### config.mk
export PLATFORM = sky130hd
export DESIGN_NAME = sequence_jitter_buffer_flat
export DESIGN_NICKNAME = d
export VERILOG_FILES = /design/src/hdl/sjb_pkg.sv /design/src/hdl/sjb_req_if.sv /design/src/hdl/sjb_rsp_if.sv /design/src/hdl/sjb_ctrl.sv /design/src/hdl/sjb_dpath.sv /design/src/hdl/sequence_jitter_buffer.sv /design/src/flat_wrapper.sv
export SDC_FILE = /design/constraint.sdc
export NUM_CORES = 2
export LEC_CHECK = 0
export BUFFER_PORTS_ARGS = -buffer_cell sky130_fd_sc_hd__buf_4
export CELL_PAD_IN_SITES_DETAIL_PLACEMENT = 0
export CELL_PAD_IN_SITES_GLOBAL_PLACEMENT = 1
export CORE_MARGIN = 3
export CORE_UTILIZATION = 47
export CTS_CLUSTER_DIAMETER = 30
export DETAILED_ROUTE_END_ITERATION = 7
export MAX_ROUTING_LAYER = met4
export PLACE_DENSITY = 0.89
export SYNTH_ARGS = -nofsm -noshare
export SYNTH_HDL_FRONTEND = slang
export SYNTH_SLANG_ARGS = --single-unit
### constraint.sdc
create_clock -name clock -period 5.5 [get_ports clock]
set_input_delay 0 -clock clock [delete_from_list [all_inputs] [get_ports clock]]
set_output_delay 0 -clock clock [all_outputs]
set_load 0.01 [all_outputs]
### src/hdl/sjb_pkg.sv
// ---------------------------------------------------------------------------
// sjb_pkg
// Shared types, widths and codes for the sequence jitter buffer.
// ---------------------------------------------------------------------------
package sjb_pkg;

   localparam int DEPTH_DEFAULT = 32;
   localparam int MIN_ENTRIES   = 10;
   localparam int SEQ_W         = 16;
   localparam int HDL_W         = 10;
   localparam int CFG_W         = 6;
   localparam int OUT_CNT_W     = 6;
   localparam int CFG_RESET     = 10;

   // request function
   typedef enum logic {
      FN_ENQUEUE = 1'b0,
      FN_DEQUEUE = 1'b1
   } func_type;

   // response status codes
   typedef enum logic [1:0] {
      ST_PLAY      = 2'd0,
      ST_CONCEAL   = 2'd1,
      ST_ENQUEUED  = 2'd2,
      ST_DUPLICATE = 2'd3
   } status_type;

   // controller states
   typedef enum logic {
      S_IDLE = 1'b0,
      S_EXEC = 1'b1
   } state_type;

   // controller to datapath commands
   typedef struct packed {
      logic       latch;
      logic       pop;
      logic       insert;
      logic       drop_new;
      logic       drop_inc;
      logic       exp_inc;
      logic       exp_set;
      logic       rsp_load;
      status_type rsp_status;
   } cmd_type;

   // datapath to controller status
   typedef struct packed {
      func_type func;
      logic     pending;
      logic     dup;
      logic     empty;
      logic     over_new;
      logic     over;
      logic     head_lt_new;
      logic     head_eq_exp;
      logic     head_gt_exp;
      logic     exp_none;
      logic     rsp_free;
   } stat_type;

endpackage

### src/hdl/sjb_req_if.sv
// ---------------------------------------------------------------------------
// sjb_req_if
// Request channel: enqueue or dequeue words with valid/ready handshake.
// ---------------------------------------------------------------------------
interface sjb_req_if import sjb_pkg::*; ();

   logic             valid;
   logic             ready;
   func_type         func;
   logic [SEQ_W-1:0] seq_num;
   logic [HDL_W-1:0] frame_handle;

   modport source (output valid, output func, output seq_num, output frame_handle,
                   input ready);
   modport sink   (input valid, input func, input seq_num, input frame_handle,
                   output ready);

endinterface

### src/hdl/sjb_rsp_if.sv
// ---------------------------------------------------------------------------
// sjb_rsp_if
// Response channel: one result word per request, valid/ready handshake.
// ---------------------------------------------------------------------------
interface sjb_rsp_if import sjb_pkg::*; ();

   logic                 valid;
   logic                 ready;
   status_type           status;
   logic [HDL_W-1:0]     out_handle;
   logic [SEQ_W-1:0]     out_seq;
   logic [OUT_CNT_W-1:0] occupancy;
   logic [OUT_CNT_W-1:0] dropped;

   modport source (output valid, output status, output out_handle, output out_seq,
                   output occupancy, output dropped, input ready);
   modport sink   (input valid, input status, input out_handle, input out_seq,
                   input occupancy, input dropped, output ready);

endinterface

### src/hdl/sjb_ctrl.sv
// ---------------------------------------------------------------------------
// sjb_ctrl
// Controller: takes a request, then steps the datapath one action per cycle
// (drop, insert, pop, play, conceal) until the free response reg is loaded.
// ---------------------------------------------------------------------------
module sjb_ctrl import sjb_pkg::*; (
   input  logic     clock,
   input  logic     reset,
   input  logic     req_valid,
   output logic     req_ready,
   input  stat_type stat,
   output cmd_type  cmd
);

   state_type state_ff;
   state_type state_in;

   // state register
   always_ff @(posedge clock) begin
      if (reset) begin
         state_ff <= S_IDLE;
      end else begin
         state_ff <= state_in;
      end
   end

   // next state and commands
   always_comb begin
      state_in  = state_ff;
      cmd       = '0;
      req_ready = 1'b0;
      unique case (state_ff)
         S_IDLE: begin
            req_ready = 1'b1;
            if (req_valid) begin
               cmd.latch = 1'b1;
               state_in  = S_EXEC;
            end
         end
         S_EXEC: begin
            if (stat.func == FN_ENQUEUE) begin
               if (stat.pending && stat.dup) begin
                  // duplicate leaves the buffer untouched
                  if (stat.rsp_free) begin
                     cmd.rsp_load   = 1'b1;
                     cmd.rsp_status = ST_DUPLICATE;
                     state_in       = S_IDLE;
                  end
               end else if (stat.pending && stat.over_new) begin
                  // overflow: drop whichever is oldest, head or new frame
                  cmd.drop_inc = 1'b1;
                  if (!stat.empty && stat.head_lt_new) begin
                     cmd.pop = 1'b1;
                  end else begin
                     cmd.drop_new = 1'b1;
                  end
               end else if (stat.pending) begin
                  if (stat.rsp_free) begin
                     cmd.insert     = 1'b1;
                     cmd.rsp_load   = 1'b1;
                     cmd.rsp_status = ST_ENQUEUED;
                     state_in       = S_IDLE;
                  end
               end else if (stat.over) begin
                  // limit was lowered: keep trimming the head
                  cmd.pop      = 1'b1;
                  cmd.drop_inc = 1'b1;
               end else if (stat.rsp_free) begin
                  cmd.rsp_load   = 1'b1;
                  cmd.rsp_status = ST_ENQUEUED;
                  state_in       = S_IDLE;
               end
            end else begin
               if (stat.empty) begin
                  if (stat.rsp_free) begin
                     cmd.rsp_load   = 1'b1;
                     cmd.rsp_status = ST_CONCEAL;
                     state_in       = S_IDLE;
                  end
               end else if (stat.head_eq_exp || stat.exp_none) begin
                  if (stat.rsp_free) begin
                     cmd.pop        = 1'b1;
                     cmd.exp_set    = 1'b1;
                     cmd.rsp_load   = 1'b1;
                     cmd.rsp_status = ST_PLAY;
                     state_in       = S_IDLE;
                  end
               end else if (stat.head_gt_exp) begin
                  // gap ahead of the head: conceal and move on
                  if (stat.rsp_free) begin
                     cmd.exp_inc    = 1'b1;
                     cmd.rsp_load   = 1'b1;
                     cmd.rsp_status = ST_CONCEAL;
                     state_in       = S_IDLE;
                  end
               end else begin
                  // late head
                  cmd.pop      = 1'b1;
                  cmd.drop_inc = 1'b1;
               end
            end
         end
         default: begin
            state_in = S_IDLE;
         end
      endcase
   end

endmodule

### src/hdl/sjb_dpath.sv
// ---------------------------------------------------------------------------
// sjb_dpath
// Datapath: sorted compare-and-shift cell row, counters, expected number,
// limit register and the response output register.
// ---------------------------------------------------------------------------
module sjb_dpath import sjb_pkg::*; #(
   parameter int DEPTH = DEPTH_DEFAULT
) (
   input  logic                 clock,
   input  logic                 reset,
   input  logic                 csr_wr_en,
   input  logic [CFG_W-1:0]     csr_wr_data,
   input  func_type             req_func,
   input  logic [SEQ_W-1:0]     req_seq_num,
   input  logic [HDL_W-1:0]     req_frame_handle,
   input  logic                 rsp_ready,
   output logic                 rsp_valid,
   output status_type           rsp_status,
   output logic [HDL_W-1:0]     rsp_out_handle,
   output logic [SEQ_W-1:0]     rsp_out_seq,
   output logic [OUT_CNT_W-1:0] rsp_occupancy,
   output logic [OUT_CNT_W-1:0] rsp_dropped,
   input  cmd_type              cmd,
   output stat_type             stat
);

   localparam int CW = $clog2(DEPTH + 1);
   localparam int LW = ((CW > CFG_W) ? CW : CFG_W) + 1;

   // cell row, oldest entry at index 0
   logic [SEQ_W-1:0] seq_ff [DEPTH];
   logic [HDL_W-1:0] hdl_ff [DEPTH];

   logic [CFG_W-1:0]     max_ff;
   logic [CW-1:0]        count_ff, count_in;
   logic [SEQ_W-1:0]     exp_ff, exp_in;
   logic [OUT_CNT_W-1:0] drop_ff, drop_in;
   logic                 pending_ff, pending_in;
   func_type             func_ff;
   logic [SEQ_W-1:0]     new_seq_ff;
   logic [HDL_W-1:0]     new_hdl_ff;

   logic                 rsp_valid_ff, rsp_valid_in;
   status_type           rsp_status_ff;
   logic [HDL_W-1:0]     rsp_handle_ff;
   logic [SEQ_W-1:0]     rsp_seq_ff;
   logic [OUT_CNT_W-1:0] rsp_occ_ff;
   logic [OUT_CNT_W-1:0] rsp_drop_ff;

   logic [DEPTH-1:0] less_w;
   logic [DEPTH-1:0] equal_w;
   logic [LW-1:0]    lim_w;
   logic [LW-1:0]    count_ext_w;

   // per-cell compare against the new word
   for (genvar i = 0; i < DEPTH; i++) begin : g_cmp
      logic valid_w;
      assign valid_w    = CW'(i) < count_ff;
      assign less_w[i]  = valid_w && (seq_ff[i] < new_seq_ff);
      assign equal_w[i] = valid_w && (seq_ff[i] == new_seq_ff);
   end

   // per-cell shift: pop moves down, insert opens a slot and moves up
   for (genvar i = 0; i < DEPTH; i++) begin : g_cell
      logic [SEQ_W-1:0] up_seq, dn_seq;
      logic [HDL_W-1:0] up_hdl, dn_hdl;
      logic             ins_here;

      if (i == DEPTH - 1) begin : g_last
         assign up_seq = seq_ff[i];
         assign up_hdl = hdl_ff[i];
      end else begin : g_inner
         assign up_seq = seq_ff[i+1];
         assign up_hdl = hdl_ff[i+1];
      end

      if (i == 0) begin : g_first
         assign ins_here = 1'b1;
         assign dn_seq   = new_seq_ff;
         assign dn_hdl   = new_hdl_ff;
      end else begin : g_rest
         assign ins_here = less_w[i-1];
         assign dn_seq   = seq_ff[i-1];
         assign dn_hdl   = hdl_ff[i-1];
      end

      always_ff @(posedge clock) begin
         if (cmd.pop) begin
            seq_ff[i] <= up_seq;
            hdl_ff[i] <= up_hdl;
         end else if (cmd.insert && !less_w[i]) begin
            seq_ff[i] <= ins_here ? new_seq_ff : dn_seq;
            hdl_ff[i] <= ins_here ? new_hdl_ff : dn_hdl;
         end
      end
   end

   // effective limit: at least ten, at most the row depth
   always_comb begin
      if (LW'(max_ff) < LW'(MIN_ENTRIES)) begin
         lim_w = LW'(MIN_ENTRIES);
      end else if (LW'(max_ff) > LW'(DEPTH)) begin
         lim_w = LW'(DEPTH);
      end else begin
         lim_w = LW'(max_ff);
      end
   end

   assign count_ext_w = LW'(count_ff);

   // status to controller
   always_comb begin
      stat.func        = func_ff;
      stat.pending     = pending_ff;
      stat.dup         = |equal_w;
      stat.empty       = (count_ff == '0);
      stat.over_new    = (count_ext_w + LW'(1)) > lim_w;
      stat.over        = count_ext_w > lim_w;
      stat.head_lt_new = seq_ff[0] < new_seq_ff;
      stat.head_eq_exp = seq_ff[0] == exp_ff;
      stat.head_gt_exp = seq_ff[0] > exp_ff;
      stat.exp_none    = (exp_ff == '0);
      stat.rsp_free    = !rsp_valid_ff || rsp_ready;
   end

   // next values of the control registers
   always_comb begin
      count_in = count_ff;
      if (cmd.pop) begin
         count_in = count_ff - CW'(1);
      end else if (cmd.insert) begin
         count_in = count_ff + CW'(1);
      end

      exp_in = exp_ff;
      if (cmd.exp_set) begin
         exp_in = seq_ff[0] + SEQ_W'(1);
      end else if (cmd.exp_inc) begin
         exp_in = exp_ff + SEQ_W'(1);
      end

      drop_in = drop_ff;
      if (cmd.latch) begin
         drop_in = '0;
      end else if (cmd.drop_inc) begin
         drop_in = drop_ff + OUT_CNT_W'(1);
      end

      pending_in = pending_ff;
      if (cmd.latch) begin
         pending_in = 1'b1;
      end else if (cmd.insert || cmd.drop_new) begin
         pending_in = 1'b0;
      end

      rsp_valid_in = rsp_valid_ff;
      if (cmd.rsp_load) begin
         rsp_valid_in = 1'b1;
      end else if (rsp_ready) begin
         rsp_valid_in = 1'b0;
      end
   end

   // control registers
   always_ff @(posedge clock) begin
      if (reset) begin
         max_ff       <= CFG_W'(CFG_RESET);
         count_ff     <= '0;
         exp_ff       <= '0;
         drop_ff      <= '0;
         pending_ff   <= 1'b0;
         rsp_valid_ff <= 1'b0;
      end else begin
         if (csr_wr_en) begin
            max_ff <= csr_wr_data;
         end
         count_ff     <= count_in;
         exp_ff       <= exp_in;
         drop_ff      <= drop_in;
         pending_ff   <= pending_in;
         rsp_valid_ff <= rsp_valid_in;
      end
   end

   // request word latch
   always_ff @(posedge clock) begin
      if (cmd.latch) begin
         func_ff    <= req_func;
         new_seq_ff <= req_seq_num;
         new_hdl_ff <= req_frame_handle;
      end
   end

   // response word register
   always_ff @(posedge clock) begin
      if (cmd.rsp_load) begin
         rsp_status_ff <= cmd.rsp_status;
         rsp_occ_ff    <= OUT_CNT_W'(count_in);
         rsp_drop_ff   <= drop_ff;
         if (cmd.rsp_status == ST_PLAY) begin
            rsp_handle_ff <= hdl_ff[0];
            rsp_seq_ff    <= seq_ff[0];
         end else begin
            rsp_handle_ff <= '0;
            rsp_seq_ff    <= '0;
         end
      end
   end

   assign rsp_valid      = rsp_valid_ff;
   assign rsp_status     = rsp_status_ff;
   assign rsp_out_handle = rsp_handle_ff;
   assign rsp_out_seq    = rsp_seq_ff;
   assign rsp_occupancy  = rsp_occ_ff;
   assign rsp_dropped    = rsp_drop_ff;

endmodule

### src/hdl/sequence_jitter_buffer.sv
// A request is latched, then its result word is loaded into the response
// register, after a step for each entry dropped on overflow or each late
// head discarded on dequeue. No new request is taken until then; the
// cell row moves one shift per cycle; an insert waits for a free response.
// Reset clears the entry count, the expected number and the response valid,
// and sets the limit to ten; the cell row is not cleared.
// ---------------------------------------------------------------------------
// sequence_jitter_buffer
// Reorder buffer for audio frames kept sorted by sequence number, with
// in-order insert, duplicate discard, overflow trimming and playout control.
// ---------------------------------------------------------------------------
module sequence_jitter_buffer import sjb_pkg::*; #(
   parameter int DEPTH = DEPTH_DEFAULT
) (
   input  logic             clock,
   input  logic             reset,
   input  logic             csr_wr_en,
   input  logic [CFG_W-1:0] csr_wr_data,
   sjb_req_if.sink          req_ch,
   sjb_rsp_if.source        rsp_ch
);

   cmd_type  cmd;
   stat_type stat;
   logic     ctl_req_ready;

   // controller
   sjb_ctrl u_ctrl (
      .clock     (clock),
      .reset     (reset),
      .req_valid (req_ch.valid),
      .req_ready (ctl_req_ready),
      .stat      (stat),
      .cmd       (cmd)
   );

   // datapath
   sjb_dpath #(
      .DEPTH (DEPTH)
   ) u_dpath (
      .clock            (clock),
      .reset            (reset),
      .csr_wr_en        (csr_wr_en),
      .csr_wr_data      (csr_wr_data),
      .req_func         (req_ch.func),
      .req_seq_num      (req_ch.seq_num),
      .req_frame_handle (req_ch.frame_handle),
      .rsp_ready        (rsp_ch.ready),
      .rsp_valid        (rsp_ch.valid),
      .rsp_status       (rsp_ch.status),
      .rsp_out_handle   (rsp_ch.out_handle),
      .rsp_out_seq      (rsp_ch.out_seq),
      .rsp_occupancy    (rsp_ch.occupancy),
      .rsp_dropped      (rsp_ch.dropped),
      .cmd              (cmd),
      .stat             (stat)
   );

   assign req_ch.ready = ctl_req_ready;

endmodule
### src/flat_wrapper.sv
// flat-port wrapper written by rule: the top's interface ports become plain ports
module sequence_jitter_buffer_flat import sjb_pkg::*;
#(
   parameter int DEPTH = DEPTH_DEFAULT
)
  (clock, reset, csr_wr_en, csr_wr_data, req_ch_valid, req_ch_func, req_ch_seq_num, req_ch_frame_handle, req_ch_ready, rsp_ch_valid, rsp_ch_status, rsp_ch_out_handle, rsp_ch_out_seq, rsp_ch_occupancy, rsp_ch_dropped, rsp_ch_ready);
  sjb_req_if req_ch_i ();
  sjb_rsp_if rsp_ch_i ();
  input  logic clock;
  input  logic reset;
  input  logic csr_wr_en;
  input  logic [CFG_W-1:0] csr_wr_data;
  input wire logic [$bits(req_ch_i.valid)-1:0] req_ch_valid;
  input wire logic [$bits(req_ch_i.func)-1:0] req_ch_func;
  input wire logic [$bits(req_ch_i.seq_num)-1:0] req_ch_seq_num;
  input wire logic [$bits(req_ch_i.frame_handle)-1:0] req_ch_frame_handle;
  output wire logic [$bits(req_ch_i.ready)-1:0] req_ch_ready;
  output wire logic [$bits(rsp_ch_i.valid)-1:0] rsp_ch_valid;
  output wire logic [$bits(rsp_ch_i.status)-1:0] rsp_ch_status;
  output wire logic [$bits(rsp_ch_i.out_handle)-1:0] rsp_ch_out_handle;
  output wire logic [$bits(rsp_ch_i.out_seq)-1:0] rsp_ch_out_seq;
  output wire logic [$bits(rsp_ch_i.occupancy)-1:0] rsp_ch_occupancy;
  output wire logic [$bits(rsp_ch_i.dropped)-1:0] rsp_ch_dropped;
  input wire logic [$bits(rsp_ch_i.ready)-1:0] rsp_ch_ready;
  assign req_ch_i.valid = req_ch_valid;
  assign req_ch_i.func = req_ch_func;
  assign req_ch_i.seq_num = req_ch_seq_num;
  assign req_ch_i.frame_handle = req_ch_frame_handle;
  assign req_ch_ready = req_ch_i.ready;
  assign rsp_ch_valid = rsp_ch_i.valid;
  assign rsp_ch_status = rsp_ch_i.status;
  assign rsp_ch_out_handle = rsp_ch_i.out_handle;
  assign rsp_ch_out_seq = rsp_ch_i.out_seq;
  assign rsp_ch_occupancy = rsp_ch_i.occupancy;
  assign rsp_ch_dropped = rsp_ch_i.dropped;
  assign rsp_ch_i.ready = rsp_ch_ready;
  sequence_jitter_buffer #(.DEPTH(DEPTH)) u_core (.clock(clock), .reset(reset), .csr_wr_en(csr_wr_en), .csr_wr_data(csr_wr_data), .req_ch(req_ch_i), .rsp_ch(rsp_ch_i));
endmodule
---- After elaboration in Yosys (flattened, before gate mapping) ----
Memories as Yosys holds them, arrays and structs flattened.
Index checks and enable logic that the tools add are counted.
word-level totals
  register bits ........................... 104
  latch bits .............................. 0
  memory bits (writable) .................. 832
  bits in read-only memories .............. 0
  bits of input ports ..................... 38
  output and inout bits ................... 42
  logic and storage cells ................. 616
  memories kept ........................... 2
memories
  memory                 words  bits a word  rd ports  clocked after memory_dff  wr ports  line             text
  u_core.u_dpath.seq_ff  32     16           32        0                         32        sjb_dpath.sv:31  logic [SEQ_W-1:0] seq_ff [DEPTH];
  u_core.u_dpath.hdl_ff  32     10           32        0                         32        sjb_dpath.sv:32  logic [HDL_W-1:0] hdl_ff [DEPTH];
cells by class
  add/sub/neg operators ................... 6
  multipliers ............................. 0
  divide/modulo/power cells ............... 0
  $lt $le $gt $ge ......................... 69
  equality and inequality tests ........... 33
  shift operators ......................... 0
  muxes and demuxes ....................... 282
  bitwise gates (word level) .............. 65
  reductions and logical operators ........ 144
operator list
  cell                                                                 count
  16-bit 2-to-1 mux                                                    65
  10-bit 2-to-1 mux                                                    63
  16-bit equality test                                                 33
  16-bit < comparator                                                  32
  1-bit 2-to-1 mux                                                     131
  1-bit logical AND                                                    99
  5-bit by 6-bit < comparator with 1-bit output, first input constant  16
  1-bit bitwise OR                                                     64
  4-bit by 6-bit < comparator with 1-bit output, first input constant  8
  3-bit 2-to-1 mux                                                     12
  1-bit logical NOT                                                    34
  16-bit by 1-bit adder with 16-bit output, second input constant      2
  32-bit OR reduction                                                  1
  3-bit by 6-bit < comparator with 1-bit output, first input constant  4
  6-bit 2-to-1 mux                                                     4
  16-bit > comparator                                                  1
  16-bit logical NOT                                                   1
  6-bit by 1-bit adder with 6-bit output, second input constant        2
  1-bit by 6-bit < comparator with 1-bit output, first input constant  2
  2-bit by 6-bit < comparator with 1-bit output, first input constant  2
  9-bit 2-to-1 mux                                                     1
  4-bit 2-to-1 mux                                                     2
  6-bit by 1-bit adder with 7-bit output, second input constant        1
  6-bit by 7-bit > comparator with 1-bit output                        1
  12 further kinds                                                     18

---- Longest topological paths before layout ----
  depth after elaboration ................. 15
  mapped depth ............................ 19
  depth with buffers taken out ............ 14

---- Cells and area by module ----
From an unflattened synthesis, not the netlist that was laid out.
second synthesis, totals
  cell total of the unflattened synthesis .. 5556
  area total of the unflattened synthesis .. 59190.5 um2
by module, submodules not included
  module     times used  cells each  area an instance (um2)  seq. area each (um2)
  sjb_dpath  1           5523        58970.3                 27716.6
  sjb_ctrl   1           33          220.2                   20.0

---- Worst setup path before layout ----
Ideal clock, no wire load.
  kind .................................... reg2reg
  start ................................... register u_core.u_dpath.new_seq_ff[12] (netlist: u_core.u_dpath.g_cell[0].dn_seq[12])
  end ..................................... memory u_core.u_dpath.hdl_ff[4][0] (netlist: u_core.u_dpath.hdl_ff[0][40]) (enable)
  setup time .............................. 0.445 ns
  arrival time ............................ 5.256 ns
  required time ........................... 5.055 ns
  setup slack ............................. -0.202 ns
  stages on the path, launching flop included .. 14
  path buffers ............................ 3
  period minus slack after synthesis ...... 5.702 ns
  path through ............................ edfxtp_1 inv_1 ha_1 nand4_1 or4_1 o22ai_1 or3_1 nor4_2 nand3_2 buf_6 or3_1 buf_6 clkbuf_1 o21ai_0
RTL lines
  what                      line              text
  start: declaration        sjb_dpath.sv:40   logic [SEQ_W-1:0] new_seq_ff;
  start signal: assignment  sjb_dpath.sv:189  new_seq_ff <= req_seq_num;
  end: declaration          sjb_dpath.sv:32

==> results.yml <==
detailed_routing:
  drt-wirelength-per-cell_um: 25.2
  vias: 49100
  ant_nets: 0
  firstDrtPassIters: 8
  drt_iter0_drc: 6216
  wl_mm: 193
  drc: 11
  avgViaCountPerCell: 6.44
worst_setup_path:
  reg2reg_depth: 14
  timing.critical_path.cells: "ha_1 > nand3_1 > xnor2_1 > ha_1 > o21a_1 > o22ai_1 > a21oi_1 > o21a_2 > buf_4 > nor3_2 > buf_12 > nand2_1 > nand2_1 > buf_4"
  arrival_ns: 5.65
  crit_fanout: 106
  crit_family: "buffers and inverters"
  slowest_delay_ns: 0.66
  critPathRequiredTime_ns: 5.97
  crit_type: "reg2reg"
  reg2reg_from: "u_core.u_dpath.count_ff[1]"
  critPathBufInv: 3
  cp_slowest_cell: "dfxtp_1"
  r2r_setup_slack_ns: 0.32
  r2r-end: "u_core.u_dpath.seq_ff[3][76]"
  startpoint_type: "flop"
  cp-end-kind: "flop"
floorplanning:
  die_x_um: 365
  core_area_um2: 128000
  start_util_pct: 47.4
  fp.dieH_um: 365
  die_area_um2: 133000
  core.rowCount: 131
  ios: 80
hold_path:
  min_from: "req_ch_valid"
  worstHoldPathType: "in2reg"
  hold_depth: 4
  min_to: "u_core.u_dpath.pending_ff"
power:
  max-vdd-ir-drop_v: 0.000362
  power-per-cell-area_nw_per_um2: 566
  internal-power_mw: 25.7
  clock_power_share_pct: 32.7
  swShare_pct: 37.0
  combinationalPowerShare_pct: 35.2
  switchingPower_mw: 15.1
  p_leak_nw: 29.5
  power_frac_seq_pct: 32.2
clock_tree:
  cts_tree: "done"
  clk_latency_ns: 0.82
  hold_buffers: 84
  cts.sinks: 936
  post-cts-setup-buffers: 0
  cts-resized-gates: 0
  cts_buffer_depth: 3
  cts_buffers: 220
  cts_htree_levels: 4
  clkTransAtPathRegs_ns: 0.05
  root_buffer: "clkbuf_16"
sta:
  drv_slew: 0
  fin_crit_sh_pct: 94.1
  finalSetupViolCount: 0
  finalClockSkew_ns: 0.0238
  min_period_ns: 5.18
  hold_violations: 0
  rsz0062_at_grt: "false"
  fmax_mhz: 193
  slew_headroom_pct: 20.1
  fin_ws_ns: 0.322
  tightest_slew_ns: 1.19
flow_run:
  max-cap-violations: 0
grt:
  antenna_found_initial: 2
  overflow: 0
  grt_pass1_vias: 47100
  grt_use_met2_pct: 42.8
  grt_pass1_wl_mm: 290
  busiest_layer: "met2"
  use_met3_pct: 4.96
  track_usage_pct: 29.1
  grt_max_degree: 107
  grtUsageMet1_pct: 39.8
logic_synthesis:
  syn_avg_cell_area_um2: 10.8
  synth_edf_count: 899
  synthTopCellsByArea: "edfxtp_1 (45%), mux2i_1 (12%), ha_1 (11%), a21oi_1 (7.0%), a31oi_1 (3.4%)"
  ys.flop_type: "edfxtp_1"
  synth_top_area_share_pct: 44.6
  synth_warnings: 0
  ys_seq_elements: 936
  synth_cells: 5609
  syn_area_um2: 60600
  yosysUniqueCellTypes: 82
  yosys.area.top_type: "edfxtp_1"
  seq_area_frac_synth_pct: 45.8
  async_reset_ff_share_pct: 0
  synth_nets: 6192
place:
  placed_cells: 7130
  gp_congestion: 0.956
  dpl.hpwl_mm: 131
  place_ws_ns: 0.515
  portBuffers: 79
finish:
  n_fill_cell: 10400
  drive_above_1_share_pct: 15.0
  fin_nets: 6357
  fin_cells: 7635
  area_growth_pct: 19.2
outcome:
  violations: "DRC"
  status: "complete, but fails checks"
==> Yosys cell counts (11+ instances only) <==
cell	count
nor2b_1	87
a31oi_1	327
a21oi_1	846
o31ai_1	15
mux2i_1	734
inv_1	82
mux2_2	135
o21a_1	44
nor4_1	17
a211oi_1	23
and3_1	13
nand4_1	119
a21o_1	86
nand3_1	41
dfxtp_1	37
mux2_4	18
nand2b_1	25
nand2_1	163
nor3_1	30
buf_1	17
o21ai_0	213
a21boi_0	14
edfxtp_1	899
clkbuf_1	345
nor2_1	481
o211ai_1	27
buf_2	58
a2111oi_0	11
ha_1	545
==> final cells by class <==
type	count	area, um^2	area share, %
multi-input combinational	4159	31100	43.1
sequential	936	27700	38.4
clock buffer	249	5720	7.92
timing repair buffer	374	3320	4.60
tap	1662	2080	2.88
clock inverter	170	1910	2.65
inverter	83	312	0.432
antenna	2	5.00	0.00694
==> flip-flops by register name, summed over array words and instances, names as in the netlist, 10 cells and up <==
register	count
u_core.u_dpath.g_cell.dn_seq	16
u_core.u_dpath.rsp_out_handle	10
u_core.u_dpath.seq_ff	512
u_core.u_dpath.hdl_ff	320
u_core.u_dpath.exp_ff	16
u_core.u_dpath.g_cell.dn_hdl	10
u_core.u_dpath.rsp_out_seq	16
==> layer usage <==
metal  routed length [um]  part of all wire [%]
met1                80800                    42
met2                84700                    44
met3                18800                   9.8
met4                 8270                   4.3
met5                    0                     0
==> power by group through the flow <==
stage,Sequential (mW),Combinational [mW],Clock (mW)
6_report,13.1,14.4,13.3
5_1_grt,13.3,15.7,13.8
4_1_cts,13.0,14.2,13.4
3_5_place_dp,13.1,14.0,0
3_3_place_gp,13.1,13.6,0
2_1_floorplan,12.2,10.3,0
==> worst max path at each step <==
stage                                   startpoint                            to  cells after the start
2_1_floorplan  u_core.u_dpath.g_cell[0].dn_seq[12]  u_core.u_dpath.hdl_ff[0][40]                     13
3_3_place_gp            u_core.u_dpath.count_ff[1]  u_core.u_dpath.seq_ff[3][79]                     14
3_5_place_dp            u_core.u_dpath.count_ff[1]  u_core.u_dpath.seq_ff[3][78]                     14
4_1_cts                 u_core.u_dpath.count_ff[1]  u_core.u_dpath.seq_ff[3][76]                     14
5_1_grt                 u_core.u_dpath.count_ff[1]  u_core.u_dpath.hdl_ff[2][57]                     14
6_report                u_core.u_dpath.count_ff[1]  u_core.u_dpath.seq_ff[3][76]                     14
==> cells by family after synthesis <==
family                     after synthesis  share of synthesized area [%]
xor gates and xnor gates                 5                         0.0723
muxes                                  889                           15.1
buffers and inverters                  514                           3.44
AOI/OAI and AO/OA                     1688                           16.3
adders and majority gates              545                           11.3
DFF                                    936                           45.8
and+or+nand+nor                       1032                           8.05
==> cell usage in the layout (no fill, tap or decap), types with 18 or more instances in the layout <==
cell type,count
buf_4,266
a31oi_1,327
bufinv_16,33
dlygate4sd3_1,84
mux2i_1,734
a21o_1,85
o21a_1,42
ha_1,545
nor3_1,29
o211ai_1,27
inv_1,67
buf_12,24
clkinvlp_4,21
clkinv_1,34
clkbuf_16,223
a211oi_1,22
dfxtp_1,37
clkinv_2,49
a21oi_1,845
clkbuf_1,22
mux2_4,18
nor2_1,480
nand4_1,119
mux2_2,135
nand3_1,40
nand2b_1,25
nand2_1,163
edfxtp_1,899
nor2b_1,87
o21ai_0,202
==> tightest hold or removal path: stages <==
cell and delay (ns):
dlygate4sd3_1 0.53, buf_4 0.12, nand2_1 0.09, a21oi_1 0.13
==> metrics by stage <==
step                      hold WS [ns]  instance area [um^2]  total power [mW]  TNS [ns]  utilization [%]
after floorplan                 0.0989                 60600              22.5    -52.47                -
after CTS                       0.0284                 72200              40.7         0             56.5
after detailed placement         0.180                 63700              27.1         0             49.9
final                           0.0899                 72200              40.9         0             56.5
after global routing            0.0862                 72200              42.8         0             56.5
after global placement           0.180                 63700              26.7         0             49.9
Note: power is estimated with default switching activity, not from simulation.
